[src/sv/ile_pkg.sv]
// Shared constants, codes and types of the indexed list engine.
package ile_pkg;

  localparam int unsigned Capacity  = 64;
  localparam int unsigned DataWidth = 32;
  localparam int unsigned AddrW     = $clog2(Capacity);
  localparam int unsigned CntW      = 7;

  typedef enum logic [1:0] {
    REQ_INSERT = 2'd0,
    REQ_DELETE = 2'd1,
    REQ_READ   = 2'd2,
    REQ_NONE   = 2'd3
  } req_e;

  typedef enum logic [1:0] {
    ST_OK        = 2'd0,
    ST_FULL      = 2'd1,
    ST_NOT_FOUND = 2'd2,
    ST_EMPTY     = 2'd3
  } status_e;

  typedef struct packed {
    logic [1:0]                  req_type;
    logic signed [DataWidth-1:0] value;
    logic signed [15:0]          position;
  } req_t;

  typedef struct packed {
    status_e                     status;
    logic signed [DataWidth-1:0] read_value;
    logic [CntW-1:0]             list_length;
  } res_t;

endpackage

[src/sv/ile_ram.sv]
// Simple dual-port RAM with one write port and one registered read port.
module ile_ram #(
  parameter int unsigned Depth = 64,
  parameter int unsigned Width = 32
) (
  input  logic                     clk_i,
  input  logic                     we_i,
  input  logic [$clog2(Depth)-1:0] waddr_i,
  input  logic [Width-1:0]         wdata_i,
  input  logic [$clog2(Depth)-1:0] raddr_i,
  output logic [Width-1:0]         rdata_o
);

  logic [Width-1:0] mem [Depth];
  logic [Width-1:0] rdata_q;

  always_ff @(posedge clk_i) begin
    if (we_i) begin
      mem[waddr_i] <= wdata_i;
    end
  end

  always_ff @(posedge clk_i) begin
    rdata_q <= mem[raddr_i];
  end

  assign rdata_o = rdata_q;

endmodule

[src/sv/ile_seq.sv]
// Sequencer that runs insert, delete and read requests over the entry RAM.
module ile_seq (
  input  logic                           clk_i,
  input  logic                           rst_ni,
  input  logic                           start_i,
  input  ile_pkg::req_t                  req_i,
  output logic                           busy_o,
  output logic                           res_valid_o,
  input  logic                           res_take_i,
  output ile_pkg::res_t                  res_o,
  output logic                           ram_we_o,
  output logic [ile_pkg::AddrW-1:0]      ram_waddr_o,
  output logic [ile_pkg::DataWidth-1:0]  ram_wdata_o,
  output logic [ile_pkg::AddrW-1:0]      ram_raddr_o,
  input  logic [ile_pkg::DataWidth-1:0]  ram_rdata_i
);
  import ile_pkg::*;

  typedef enum logic [6:0] {
    S_IDLE      = 7'b0000001,
    S_INS_SHIFT = 7'b0000010,
    S_INS_PUT   = 7'b0000100,
    S_DEL_SCAN  = 7'b0001000,
    S_DEL_SHIFT = 7'b0010000,
    S_RD_WAIT   = 7'b0100000,
    S_DONE      = 7'b1000000
  } state_e;

  state_e                state_q, state_d;
  logic [CntW-1:0]       count_q, count_d;
  logic [AddrW-1:0]      ptr_q, ptr_d;
  logic [AddrW-1:0]      idx_q, idx_d;
  logic [DataWidth-1:0]  val_q, val_d;
  status_e               status_q, status_d;
  logic [DataWidth-1:0]  rdata_q, rdata_d;

  logic                  pos_neg;
  logic [14:0]           pos_mag;
  logic [14:0]           cnt_ext;
  logic [CntW-1:0]       pos_low;
  logic [CntW-1:0]       ins_idx;
  logic [CntW-1:0]       rd_idx;
  logic [CntW-1:0]       ptr_inc;
  logic                  more;

  assign pos_neg = req_i.position[15];
  assign pos_mag = req_i.position[14:0];
  assign cnt_ext = 15'(count_q);
  assign pos_low = req_i.position[CntW-1:0];

  // Clamp the requested index into the list.
  assign ins_idx = pos_neg ? '0 : ((pos_mag > cnt_ext) ? count_q : pos_low);
  assign rd_idx  = pos_neg ? '0 : ((pos_mag >= cnt_ext) ? (count_q - 1'b1) : pos_low);

  // Shared step unit: next scan address and whether it is still inside the list.
  assign ptr_inc = {1'b0, ptr_q} + 1'b1;
  assign more    = ptr_inc < count_q;

  always_comb begin
    state_d     = state_q;
    count_d     = count_q;
    ptr_d       = ptr_q;
    idx_d       = idx_q;
    val_d       = val_q;
    status_d    = status_q;
    rdata_d     = rdata_q;
    ram_we_o    = 1'b0;
    ram_waddr_o = '0;
    ram_wdata_o = ram_rdata_i;
    ram_raddr_o = '0;

    case (state_q)
      S_IDLE: begin
        if (start_i) begin
          val_d    = req_i.value;
          status_d = ST_OK;
          rdata_d  = '0;
          case (req_i.req_type)
            REQ_INSERT: begin
              if (count_q == CntW'(Capacity)) begin
                status_d = ST_FULL;
                state_d  = S_DONE;
              end else begin
                idx_d = AddrW'(ins_idx);
                if (ins_idx == count_q) begin
                  state_d = S_INS_PUT;
                end else begin
                  ram_raddr_o = AddrW'(count_q - 1'b1);
                  ptr_d       = AddrW'(count_q - 1'b1);
                  state_d     = S_INS_SHIFT;
                end
              end
            end
            REQ_DELETE: begin
              if (count_q == '0) begin
                status_d = ST_NOT_FOUND;
                state_d  = S_DONE;
              end else begin
                ram_raddr_o = '0;
                ptr_d       = '0;
                state_d     = S_DEL_SCAN;
              end
            end
            REQ_READ: begin
              if (count_q == '0) begin
                status_d = ST_EMPTY;
                state_d  = S_DONE;
              end else begin
                ram_raddr_o = AddrW'(rd_idx);
                state_d     = S_RD_WAIT;
              end
            end
            default: begin
              state_d = S_DONE;
            end
          endcase
        end
      end
      S_INS_SHIFT: begin
        // The word read last cycle moves up one place while the next one is read.
        ram_we_o    = 1'b1;
        ram_waddr_o = AddrW'(ptr_inc);
        ram_wdata_o = ram_rdata_i;
        if (ptr_q > idx_q) begin
          ram_raddr_o = ptr_q - 1'b1;
          ptr_d       = ptr_q - 1'b1;
        end else begin
          state_d = S_INS_PUT;
        end
      end
      S_INS_PUT: begin
        ram_we_o    = 1'b1;
        ram_waddr_o = idx_q;
        ram_wdata_o = val_q;
        count_d     = count_q + 1'b1;
        state_d     = S_DONE;
      end
      S_DEL_SCAN: begin
        if (ram_rdata_i == val_q) begin
          if (more) begin
            ram_raddr_o = AddrW'(ptr_inc);
            ptr_d       = AddrW'(ptr_inc);
            state_d     = S_DEL_SHIFT;
          end else begin
            count_d = count_q - 1'b1;
            state_d = S_DONE;
          end
        end else if (more) begin
          ram_raddr_o = AddrW'(ptr_inc);
          ptr_d       = AddrW'(ptr_inc);
        end else begin
          status_d = ST_NOT_FOUND;
          state_d  = S_DONE;
        end
      end
      S_DEL_SHIFT: begin
        // The word read last cycle moves down one place.
        ram_we_o    = 1'b1;
        ram_waddr_o = ptr_q - 1'b1;
        ram_wdata_o = ram_rdata_i;
        if (more) begin
          ram_raddr_o = AddrW'(ptr_inc);
          ptr_d       = AddrW'(ptr_inc);
        end else begin
          count_d = count_q - 1'b1;
          state_d = S_DONE;
        end
      end
      S_RD_WAIT: begin
        rdata_d = ram_rdata_i;
        state_d = S_DONE;
      end
      S_DONE: begin
        if (res_take_i) begin
          state_d = S_IDLE;
        end
      end
      default: begin
        state_d = S_IDLE;
      end
    endcase
  end

  always_ff @(posedge clk_i or negedge rst_ni) begin
    if (!rst_ni) begin
      state_q <= S_IDLE;
      count_q <= '0;
    end else begin
      state_q <= state_d;
      count_q <= count_d;
    end
  end

  always_ff @(posedge clk_i) begin
    ptr_q    <= ptr_d;
    idx_q    <= idx_d;
    val_q    <= val_d;
    status_q <= status_d;
    rdata_q  <= rdata_d;
  end

  assign busy_o            = state_q != S_IDLE;
  assign res_valid_o       = state_q == S_DONE;
  assign res_o.status      = status_q;
  assign res_o.read_value  = rdata_q;
  assign res_o.list_length = count_q;

  a_count_range : assert property (@(posedge clk_i) disable iff (!rst_ni)
    count_q <= CntW'(Capacity))
    else $error("entry count exceeds capacity");

  a_count_moves_on_finish : assert property (@(posedge clk_i) disable iff (!rst_ni)
    (count_q != $past(count_q)) |-> (state_q == S_DONE))
    else $error("entry count changed outside request completion");

  a_start_leaves_idle : assert property (@(posedge clk_i) disable iff (!rst_ni)
    (start_i && state_q == S_IDLE) |=> (state_q != S_IDLE))
    else $error("accepted item did not start the sequencer");

  a_write_states : assert property (@(posedge clk_i) disable iff (!rst_ni)
    ram_we_o |-> (state_q == S_INS_SHIFT || state_q == S_INS_PUT ||
                  state_q == S_DEL_SHIFT))
    else $error("RAM written outside a shift or insert step");

  a_full_status : assert property (@(posedge clk_i) disable iff (!rst_ni)
    (state_q == S_DONE && status_q == ST_FULL) |-> (count_q == CntW'(Capacity)))
    else $error("full status reported on a list that is not full");

endmodule

[src/sv/indexed_list_engine_core.sv]
// Top level of the indexed list engine: handshakes, sequencer, RAM and result register.
// A read waits for the RAM; an insert shifts the tail up one place, then writes; a delete
// scans for the value and shifts the rest down; a rejected request (full insert, empty
// read or delete, unused code) goes straight to done. One entry moves per cycle, and
// the next item can be taken in the cycle after the result enters the output register.
// Reset (rst_ni low, asynchronous) empties the list and clears both handshakes only.
module indexed_list_engine_core (
  input  logic                        clk_i,
  input  logic                        rst_ni,
  input  logic                        in_valid_i,
  output logic                        in_stall_o,
  input  logic [1:0]                  req_type_i,
  input  logic signed [31:0]          value_i,
  input  logic signed [15:0]          position_i,
  output logic                        out_valid_o,
  input  logic                        out_stall_i,
  output logic [1:0]                  status_o,
  output logic signed [31:0]          read_value_o,
  output logic [6:0]                  list_length_o
);
  import ile_pkg::*;

  logic                  busy;
  logic                  start;
  req_t                  req;
  logic                  res_valid;
  logic                  res_take;
  res_t                  res;
  logic                  ram_we;
  logic [AddrW-1:0]      ram_waddr;
  logic [DataWidth-1:0]  ram_wdata;
  logic [AddrW-1:0]      ram_raddr;
  logic [DataWidth-1:0]  ram_rdata;
  logic                  out_valid_q;
  res_t                  out_res_q;

  // The sequencer takes a new item only while it is idle.
  assign in_stall_o   = busy;
  assign start        = in_valid_i && !busy;
  assign req.req_type = req_type_i;
  assign req.value    = value_i;
  assign req.position = position_i;

  // A finished result moves into the output register once that register is free or
  // is being emptied in the same cycle.
  assign res_take = res_valid && (!out_valid_q || !out_stall_i);

  ile_seq u_seq (
    .clk_i       (clk_i),
    .rst_ni      (rst_ni),
    .start_i     (start),
    .req_i       (req),
    .busy_o      (busy),
    .res_valid_o (res_valid),
    .res_take_i  (res_take),
    .res_o       (res),
    .ram_we_o    (ram_we),
    .ram_waddr_o (ram_waddr),
    .ram_wdata_o (ram_wdata),
    .ram_raddr_o (ram_raddr),
    .ram_rdata_i (ram_rdata)
  );

  ile_ram #(
    .Depth (Capacity),
    .Width (DataWidth)
  ) u_ram (
    .clk_i   (clk_i),
    .we_i    (ram_we),
    .waddr_i (ram_waddr),
    .wdata_i (ram_wdata),
    .raddr_i (ram_raddr),
    .rdata_o (ram_rdata)
  );

  always_ff @(posedge clk_i or negedge rst_ni) begin
    if (!rst_ni) begin
      out_valid_q <= 1'b0;
    end else if (res_take) begin
      out_valid_q <= 1'b1;
    end else if (!out_stall_i) begin
      out_valid_q <= 1'b0;
    end
  end

  always_ff @(posedge clk_i) begin
    if (res_take) begin
      out_res_q <= res;
    end
  end

  assign out_valid_o   = out_valid_q;
  assign status_o      = out_res_q.status;
  assign read_value_o  = out_res_q.read_value;
  assign list_length_o = out_res_q.list_length;

endmodule

[config.mk]
export PLATFORM = sky130hd
export DESIGN_NAME = indexed_list_engine_core
export DESIGN_NICKNAME = d
export VERILOG_FILES = /design/src/sv/ile_pkg.sv /design/src/sv/ile_ram.sv /design/src/sv/ile_seq.sv /design/src/sv/indexed_list_engine_core.sv
export SDC_FILE = /design/constraint.sdc
export NUM_CORES = 2
export LEC_CHECK = 0
export ABC_AREA = 1
export BUFFER_PORTS_ARGS = -buffer_cell sky130_fd_sc_hd__buf_4
export CAP_MARGIN = 20
export CORE_UTILIZATION = 40
export CTS_CLUSTER_DIAMETER = 150
export CTS_CLUSTER_SIZE = 24
export DETAILED_ROUTE_END_ITERATION = 8
export PLACE_DENSITY = 0.66
export SETUP_SLACK_MARGIN = 0.15
export SYNTH_ARGS = -nofsm -noshare
export SYNTH_HDL_FRONTEND = slang
export SYNTH_HIERARCHICAL = 1
export SYNTH_SLANG_ARGS = --single-unit
[constraint.sdc]
create_clock -name clk_i -period 7.95 [get_ports clk_i]
set_input_delay 0 -clock clk_i [delete_from_list [all_inputs] [get_ports clk_i]]
set_output_delay 0 -clock clk_i [all_outputs]
set_load 0.05 [all_outputs]
== Word level (Yosys, flattened, before mapping) ==
Memories as Yosys holds them, arrays and structs flattened. A register that Yosys moved wholly into a read port is not among the register bits.
Index checks and enable logic that the tools add are counted.

* Register bits: 134
* Memories: 1
* Word-level logic and storage cells: 121
* RAM bits: 2,048
* Input bits: 54
* Output and inout port bits: 43

* Mux-type cells: 52
* Reduce and logical (&&, ||, !) cells: 22
* Magnitude comparators: 4
* Eq/ne operators: 26
* Bitwise logic cells: 1
* $add $sub $neg: 4

{| class="wikitable"
|+ Memory list
! memory !! words !! width !! rd ports !! clocked after memory_dff !! write ports !! RTL line !! text
|-
| u_ram.mem || 64 || 32 || 1 || 1 || 1 || ile_ram.sv:14 || <nowiki>logic [Width-1:0] mem [Depth];</nowiki>
|}

{| class="wikitable"
|+ Operator list
! cell !! number
|-
| $mux W7 || 13
|-
| $mux W6 || 14
|-
| $mux W32 || 2
|-
| $pmux W32 S2 || 1
|-
| $pmux W6 S3 || 3
|-
| $pmux W7 S3 || 2
|-
| $pmux W7 S6 || 1
|-
| $eq A32 B32 Y1 || 1
|-
| $pmux W6 S2 || 2
|-
| $ge A15 B7 Y1 || 1
|-
| $gt A15 B7 Y1 || 1
|-
| $eq A7 B7 Y1 const B || 2
|-
| $ne A3 B3 Y1 const B || 4
|-
| $mux W2 || 5
|-
| $ne A2 B1 Y1 const B || 5
|-
| $ne A2 B2 Y1 const B || 4
|-
| $reduce_and A4 Y1 || 2
|-
| $reduce_and A8 Y1 || 1
|-
| $add A6 B1 Y7 const B || 1
|-
| $add A7 B1 Y7 const B || 1
|-
| $eq A7 B1 Y1 const B || 1
|-
| $eq A7 B2 Y1 const B || 1
|-
| $eq A7 B3 Y1 const B || 1
|-
| $eq A7 B4 Y1 const B || 1
|-
| 26 further kinds || 39
|}

== Longest topological paths before layout ==
* Word-level depth: 9
* Mapped depth: 32
* Gate-level depth less buffers: 27

== By module ==
The synthesis kept the hierarchy.

{| class="wikitable"
|+ By module, submodules not included
! module !! instances !! area each (µm²) !! seq. area each (µm²) !! cells each
|-
| ile_ram || 1 || 82,739.4 || 62,139.6 || 6,769
|-
| ile_seq || 1 || 5,896.9 || 2,693.8 || 694
|-
| indexed_list_engine_core || 1 || 1,283.7 || 1,256.2 || 48
|}

== Least setup slack after synthesis ==
Ideal clock, no wire load.

* Path type: reg-to-reg
* From: register u_seq.state_q[5]
* To: memory u_ram.mem[50][0], enable pin
* Clock period less this slack: 5,483 ps
* Setup slack: 2,467 ps
* Cell stages (with the launch flop): 9
* Arrival time: 4,981 ps
* Data required time: 7,447 ps
* Library setup time: 503 ps
* Buffers on the path: 1
* Cell sequence: dfrtp_1 > nor2_2 > nand2_2 > nor4_4 > inv_2 > o221ai_1 > clkbuf_1 > inv_1 > nor4_1

* Elaborated cells between the ends (all ways): 8
* Those cells by class: eq/ne (3); mux (4); reduce/logical (1)

{| class="wikitable"
|+ RTL lines
! element !! RTL line !! text
|-
| from (decl) || ile_seq.sv:29 || <nowiki>state_e state_q, state_d;</nowiki>
|-
| from (signal assigned) || ile_seq.sv:189 || <nowiki>state_q <= state_d;</nowiki>
|-
| $eq A7 B5 Y1, or another cell as far along || ile_seq.sv:72 || <nowiki>case (state_q)</nowiki>
|-
| $pmux W6 S3 (*) || ile_seq.sv:72 ||
|-
| named net ram_waddr[1] || indexed_list_engine_core.sv:30 || <nowiki>logic [AddrW-1:0] ram_waddr;</nowiki>
|-
| to (decl) || ile_ram.sv:14 ||
|}

Mark *: on every way through the listed nets, which the timed path passes. The rest lies on a longest branch.

== Final worst setup path ==
* From: register u_seq.count_q[3]
* To: register u_ram.rdata_q[21], in the netlist u_ram/rdata_o[21], read port of u_ram.mem

* Cells in the longest elaborated chain, start to end: 9
* Elaborated cells between the ends (all ways): 18
* Those cells by class: add/sub (1); order compare (3); eq/ne (2); mux (11); reduce/logical (1)

{| class="wikitable"
|+ Ends and longest elaborated chain
! element !! RTL line !! text
|-
| from (decl) || ile_seq.sv:30 || <nowiki>logic [CntW-1:0] count_q, count_d;</nowiki>
|-
| from (signal assigned) || ile_seq.sv:190 || <nowiki>count_q <= count_d;</nowiki>
|-
| $gt A15 B7 Y1 || ile_seq.sv:52 || <nowiki>assign ins_idx = pos_neg ? '0 : ((pos_mag > cnt_ext) ? count_q : pos_low);</nowiki>
|-
| $mux W7 (2 in a row) || ile_seq.sv:52 ||
|-
| $eq A7 B7 Y1 || ile_seq.sv:85 || <nowiki>if (ins_idx == count_q) begin</nowiki>
|-
| $mux W6 || ile_seq.sv:85 ||
|-
| $mux W6 || ile_seq.sv:80 || <nowiki>if (count_q == CntW'(Capacity)) begin</nowiki>
|-
| $pmux W6 S2 || ile_seq.sv:78 || <nowiki>case (req_i.req_type)</nowiki>
|-
| $mux W6 || ile_seq.sv:74 || <nowiki>if (start_i) begin</nowiki>
|-
| $pmux W6 S3 (*) || ile_seq.sv:72 ||
|-
| named net ram_raddr[0] || indexed_list_engine_core.sv:32 || <nowiki>logic [AddrW-1:0] ram_raddr;</nowiki>
|-
| to (decl) || ile_ram.sv:15 || <nowiki>logic [Width-1:0] rdata_q;</nowiki>
|}

Marks and branches as above.
A chain may end at the register's enable or synchronous reset.

==> impl_metrics.env <==
export IMPL_run_status="completed"
export IMPL_grt_pass1_wl_um=373900
export IMPL_rsz0062_at_grt="false"
export IMPL_clk_pin_slew_ps=110
export IMPL_ys_ff_latch=2214
export IMPL_endpoint_kind="flip-flop"
export IMPL_reg2reg_depth=30
export IMPL_htree_levels=3
export IMPL_max_cap_violations=0
export IMPL_timing_rr_start="u_seq/count_q[3]"
export IMPL_worstPathArrival_ps=7920
export IMPL_peakVddDrop_v=0.0005149
export IMPL_worst_clock_skew_ps=42.31
export IMPL_power_density_nw_per_um2=332.1
export IMPL_cp_max_fo=180
export IMPL_min_from="value_i[15]"
export IMPL_slowest_stage="dlygate4sd3_1"
export IMPL_syn2layout_area_growth_pct=9.178
export IMPL_period_share=0.9075
export IMPL_start_kind="flip-flop"
export IMPL_fmax_mhz=138.6
export IMPL_critPathRequiredTime_ps=8650
export IMPL_holdWs_ps=34.07
export IMPL_cts_tree="built"
export IMPL_vias_per_cell=5.679
export IMPL_drc=0
export IMPL_cts_root_buffer="clkbuf_16"
export IMPL_rrSetupSlack_ps=740
export IMPL_synth_edf_count=2167
export IMPL_cts_buffers=102
export IMPL_cts_buffer_depth=3
export IMPL_hold_class="in2reg"
export IMPL_wl_per_cell_um=24.45
export IMPL_synth_warning_count=6
export IMPL_initial_utilization=0.4037
export IMPL_leakage_nw=33.60
export IMPL_cts_setup_buffers=0
export IMPL_dieArea_um2=226700
export IMPL_r2r_end="u_ram/rdata_o[21]"
export IMPL_crit_top_cell="nand2_1"
export IMPL_wl_um=257500
export IMPL_nNetsFinal=7568
export IMPL_synth_fp_nets=7589
export IMPL_ys_async_sr_fraction=0.006775
export IMPL_final_hold_violation_count=0
export IMPL_synth_main_ff_cell="edfxtp_1"
export IMPL_vias=59820
export IMPL_critical_path_class="reg2reg"
export IMPL_syn_avg_cell_area_um2=11.97
export IMPL_clock_sinks=2214
export IMPL_synth_cell_types=49
export IMPL_slew_headroom=0.2158
export IMPL_first_global_vias=55510
export IMPL_num_rows=173
export IMPL_drive_above_1_share=0.06805
export IMPL_antenna_found_initial=6
export IMPL_hpwl_um=134500
export IMPL_grt_usage=0.2205
export IMPL_grt_overflow=0
export IMPL_grt_start_max_net_pins=219
export IMPL_clk_latency_ps=780
export IMPL_worst_pin_slew_ps=1173
export IMPL_drtAntennaViolNets=0
export IMPL_min_period_ps=7215
export IMPL_port_buffers=96
export IMPL_coreArea_um2=222700
export IMPL_io_pins=97
export IMPL_whs_endpoint="u_seq/val_q[15]"
export IMPL_dp_slack_ps=1684
export IMPL_drtPass1Iterations=6
export IMPL_fin_total_pwr_mw=32.60
export IMPL_gp_congestion=0.8631
export IMPL_layout_setup_ws_ps=735.1
export IMPL_min_delay_path_depth=2
export IMPL_finalSetupViolations=0
export IMPL_setup_tns_ps=0
export IMPL_slew_violations=0
export IMPL_die_y_um=476.1
export IMPL_postSynthCellCount=7511
export IMPL_ys_seq_area_frac=0.7350
export IMPL_mappedNetlistArea_um2=89920
export IMPL_drtIter0Drc=8519
export IMPL_cpPeakStageDelay_ps=600
export IMPL_chipWidth_um=476.1
-- stage by stage --
step,utilization,area [um2],instances
after CTS,0.4406,98140,10530
after global routing,0.4407,98160,10530
after detailed placement,0.4238,94390,10270
after global placement,0.4235,94330,10270
final,0.4408,98170,10530
after floorplan,-,89920,7511
-- repair_timing --
item | in CTS | in global routing
hold buffers | 86 | 0
gates resized for setup | 0 | 1
endpoints found under the hold margin | 155 | 0
endpoints found under the setup margin | 0 | 1
-- cell usage after synthesis (18+ instances only) --
master,instances,area share
nand2_1,2389,0.10
edfxtp_1,2167,0.72
nand3_1,1939,0.11
buf_2,289,0.016
nor2_1,125,0.0052
inv_1,113,0.0047
clkbuf_1,84,0.0035
o21ai_0,51,0.0028
buf_4,47,0.0039
buf_1,41,0.0017
dfxtp_1,32,0.0071
nand4_1,28,0.0019
a21oi_1,25,0.0014
ha_1,24,0.0033
xnor2_1,20,0.0019
xor2_1,18,0.0018
-- cell usage in the layout, fill, tap and decap left out, types with 3 or more instances in the layout --
cell type	netlist	final
a21oi_1	25	25
a22oi_1	3	3
buf_12	0	21
buf_4	47	236
clkbuf_1	84	59
clkbuf_16	0	104
clkinv_1	3	3
dfrtp_1	14	14
dfxtp_1	32	32
diode_2	0	5
dlygate4sd3_1	0	86
edfxtp_1	2167	2167
ha_1	24	24
inv_1	113	110
inv_2	8	8
nand2_1	2389	2384
nand2_2	4	4
nand2_4	2	7
nand3_1	1939	1939
nand3_2	3	3
nand4_1	28	28
nor2_1	125	69
nor2_2	5	4
nor2_4	3	60
nor3_1	7	7
nor4_1	15	6
nor4_2	0	9
nor4_4	4	4
o211ai_1	3	3
o21ai_0	51	16
o21ai_1	4	7
o21ai_4	0	32
o221ai_1	7	7
or2_2	10	10
xnor2_1	20	20
xor2_1	18	18
-- worst max-delay path: cells and delay by family (launching register included) --
| kind | cells | cell delay (ps) |
|---|---|---|
| buffers and inverters | 6 | 2980 |
| DFF | 1 | 460 |
| and+or+nand+nor | 23 | 2960 |
| adders and majority gates | 1 | 390 |
-- cell type report --
type	instances	area [um2]
Sequential cell	2214	66090
Inverter	125	515.5
Tap cell	2975	3722
Antenna cell	5	12.51
Timing Repair Buffer	343	3053
Fill cell	19840	124600
Clock buffer	163	2824
Clock inverter	4	65.06
Multi-Input combinational cell	4704	21890
-- cell families after synthesis --
| logic type | synth area share |
|---|---|
| adder cells (fa/ha/maj) | 0.003340 |
| AO/OA/AOI/OAI | 0.006651 |
| buffers and inverters | 0.03143 |
| XOR/XNOR | 0.003701 |
| AND/OR/NAND/NOR | 0.2199 |
| flip-flops | 0.7350 |
-- flip-flops by register name, summed over array words and instances (netlist names) --
register,flops
u_ram/mem,2048
read_value_o,32
u_ram/rdata_o,32
u_seq/rdata_q,32
u_seq/val_q,32
list_length_o,7
u_seq/count_q,7
u_seq/state_q,7
u_seq/idx_q,6
u_seq/ptr_q,6
status_o,2
u_seq/status_q,2
out_valid_o,1
-- how the worst max path moves through the flow --
stage | from | to | depth (start not counted)
floorplan | u_seq/state_q[5] | u_ram/mem[50][0] | 8
global placement | u_seq/count_q[4] | u_ram/rdata_o[21] | 27
detailed placement | u_seq/state_q[5] | u_ram/rdata_o[21] | 22
CTS | u_seq/count_q[3] | u_ram/rdata_o[21] | 30
global route | u_seq/count_q[4] | u_ram/rdata_o[21] | 30
finish | u_seq/count_q[3] | u_ram/rdata_o[21] | 30
-- report_power, final --
| part | switching, mW | internal, mW | total, mW |
|---|---|---|---|
| clock | 3.52 | 2.46 | 5.98 |
| sequential | 0.360 | 15.0 | 15.4 |
| combinational | 8.52 | 2.73 | 11.3 |
| total | 12.4 | 20.2 | 32.6 |
-- routing by layer --
metal | wire (um) | global-route usage | part of all wire | vias to the layer above
met5 | 0 | 0 | 0 | -
met4 | 10130 | 0.08566 | 0.039 | 0
met2 | 115300 | 0.3410 | 0.45 | 3247
met1 | 101900 | 0.3096 | 0.40 | 29710
met3 | 30200 | 0.03842 | 0.12 | 416
li1 | - | - | - | 26450
(Power assumes the default switching activity.)
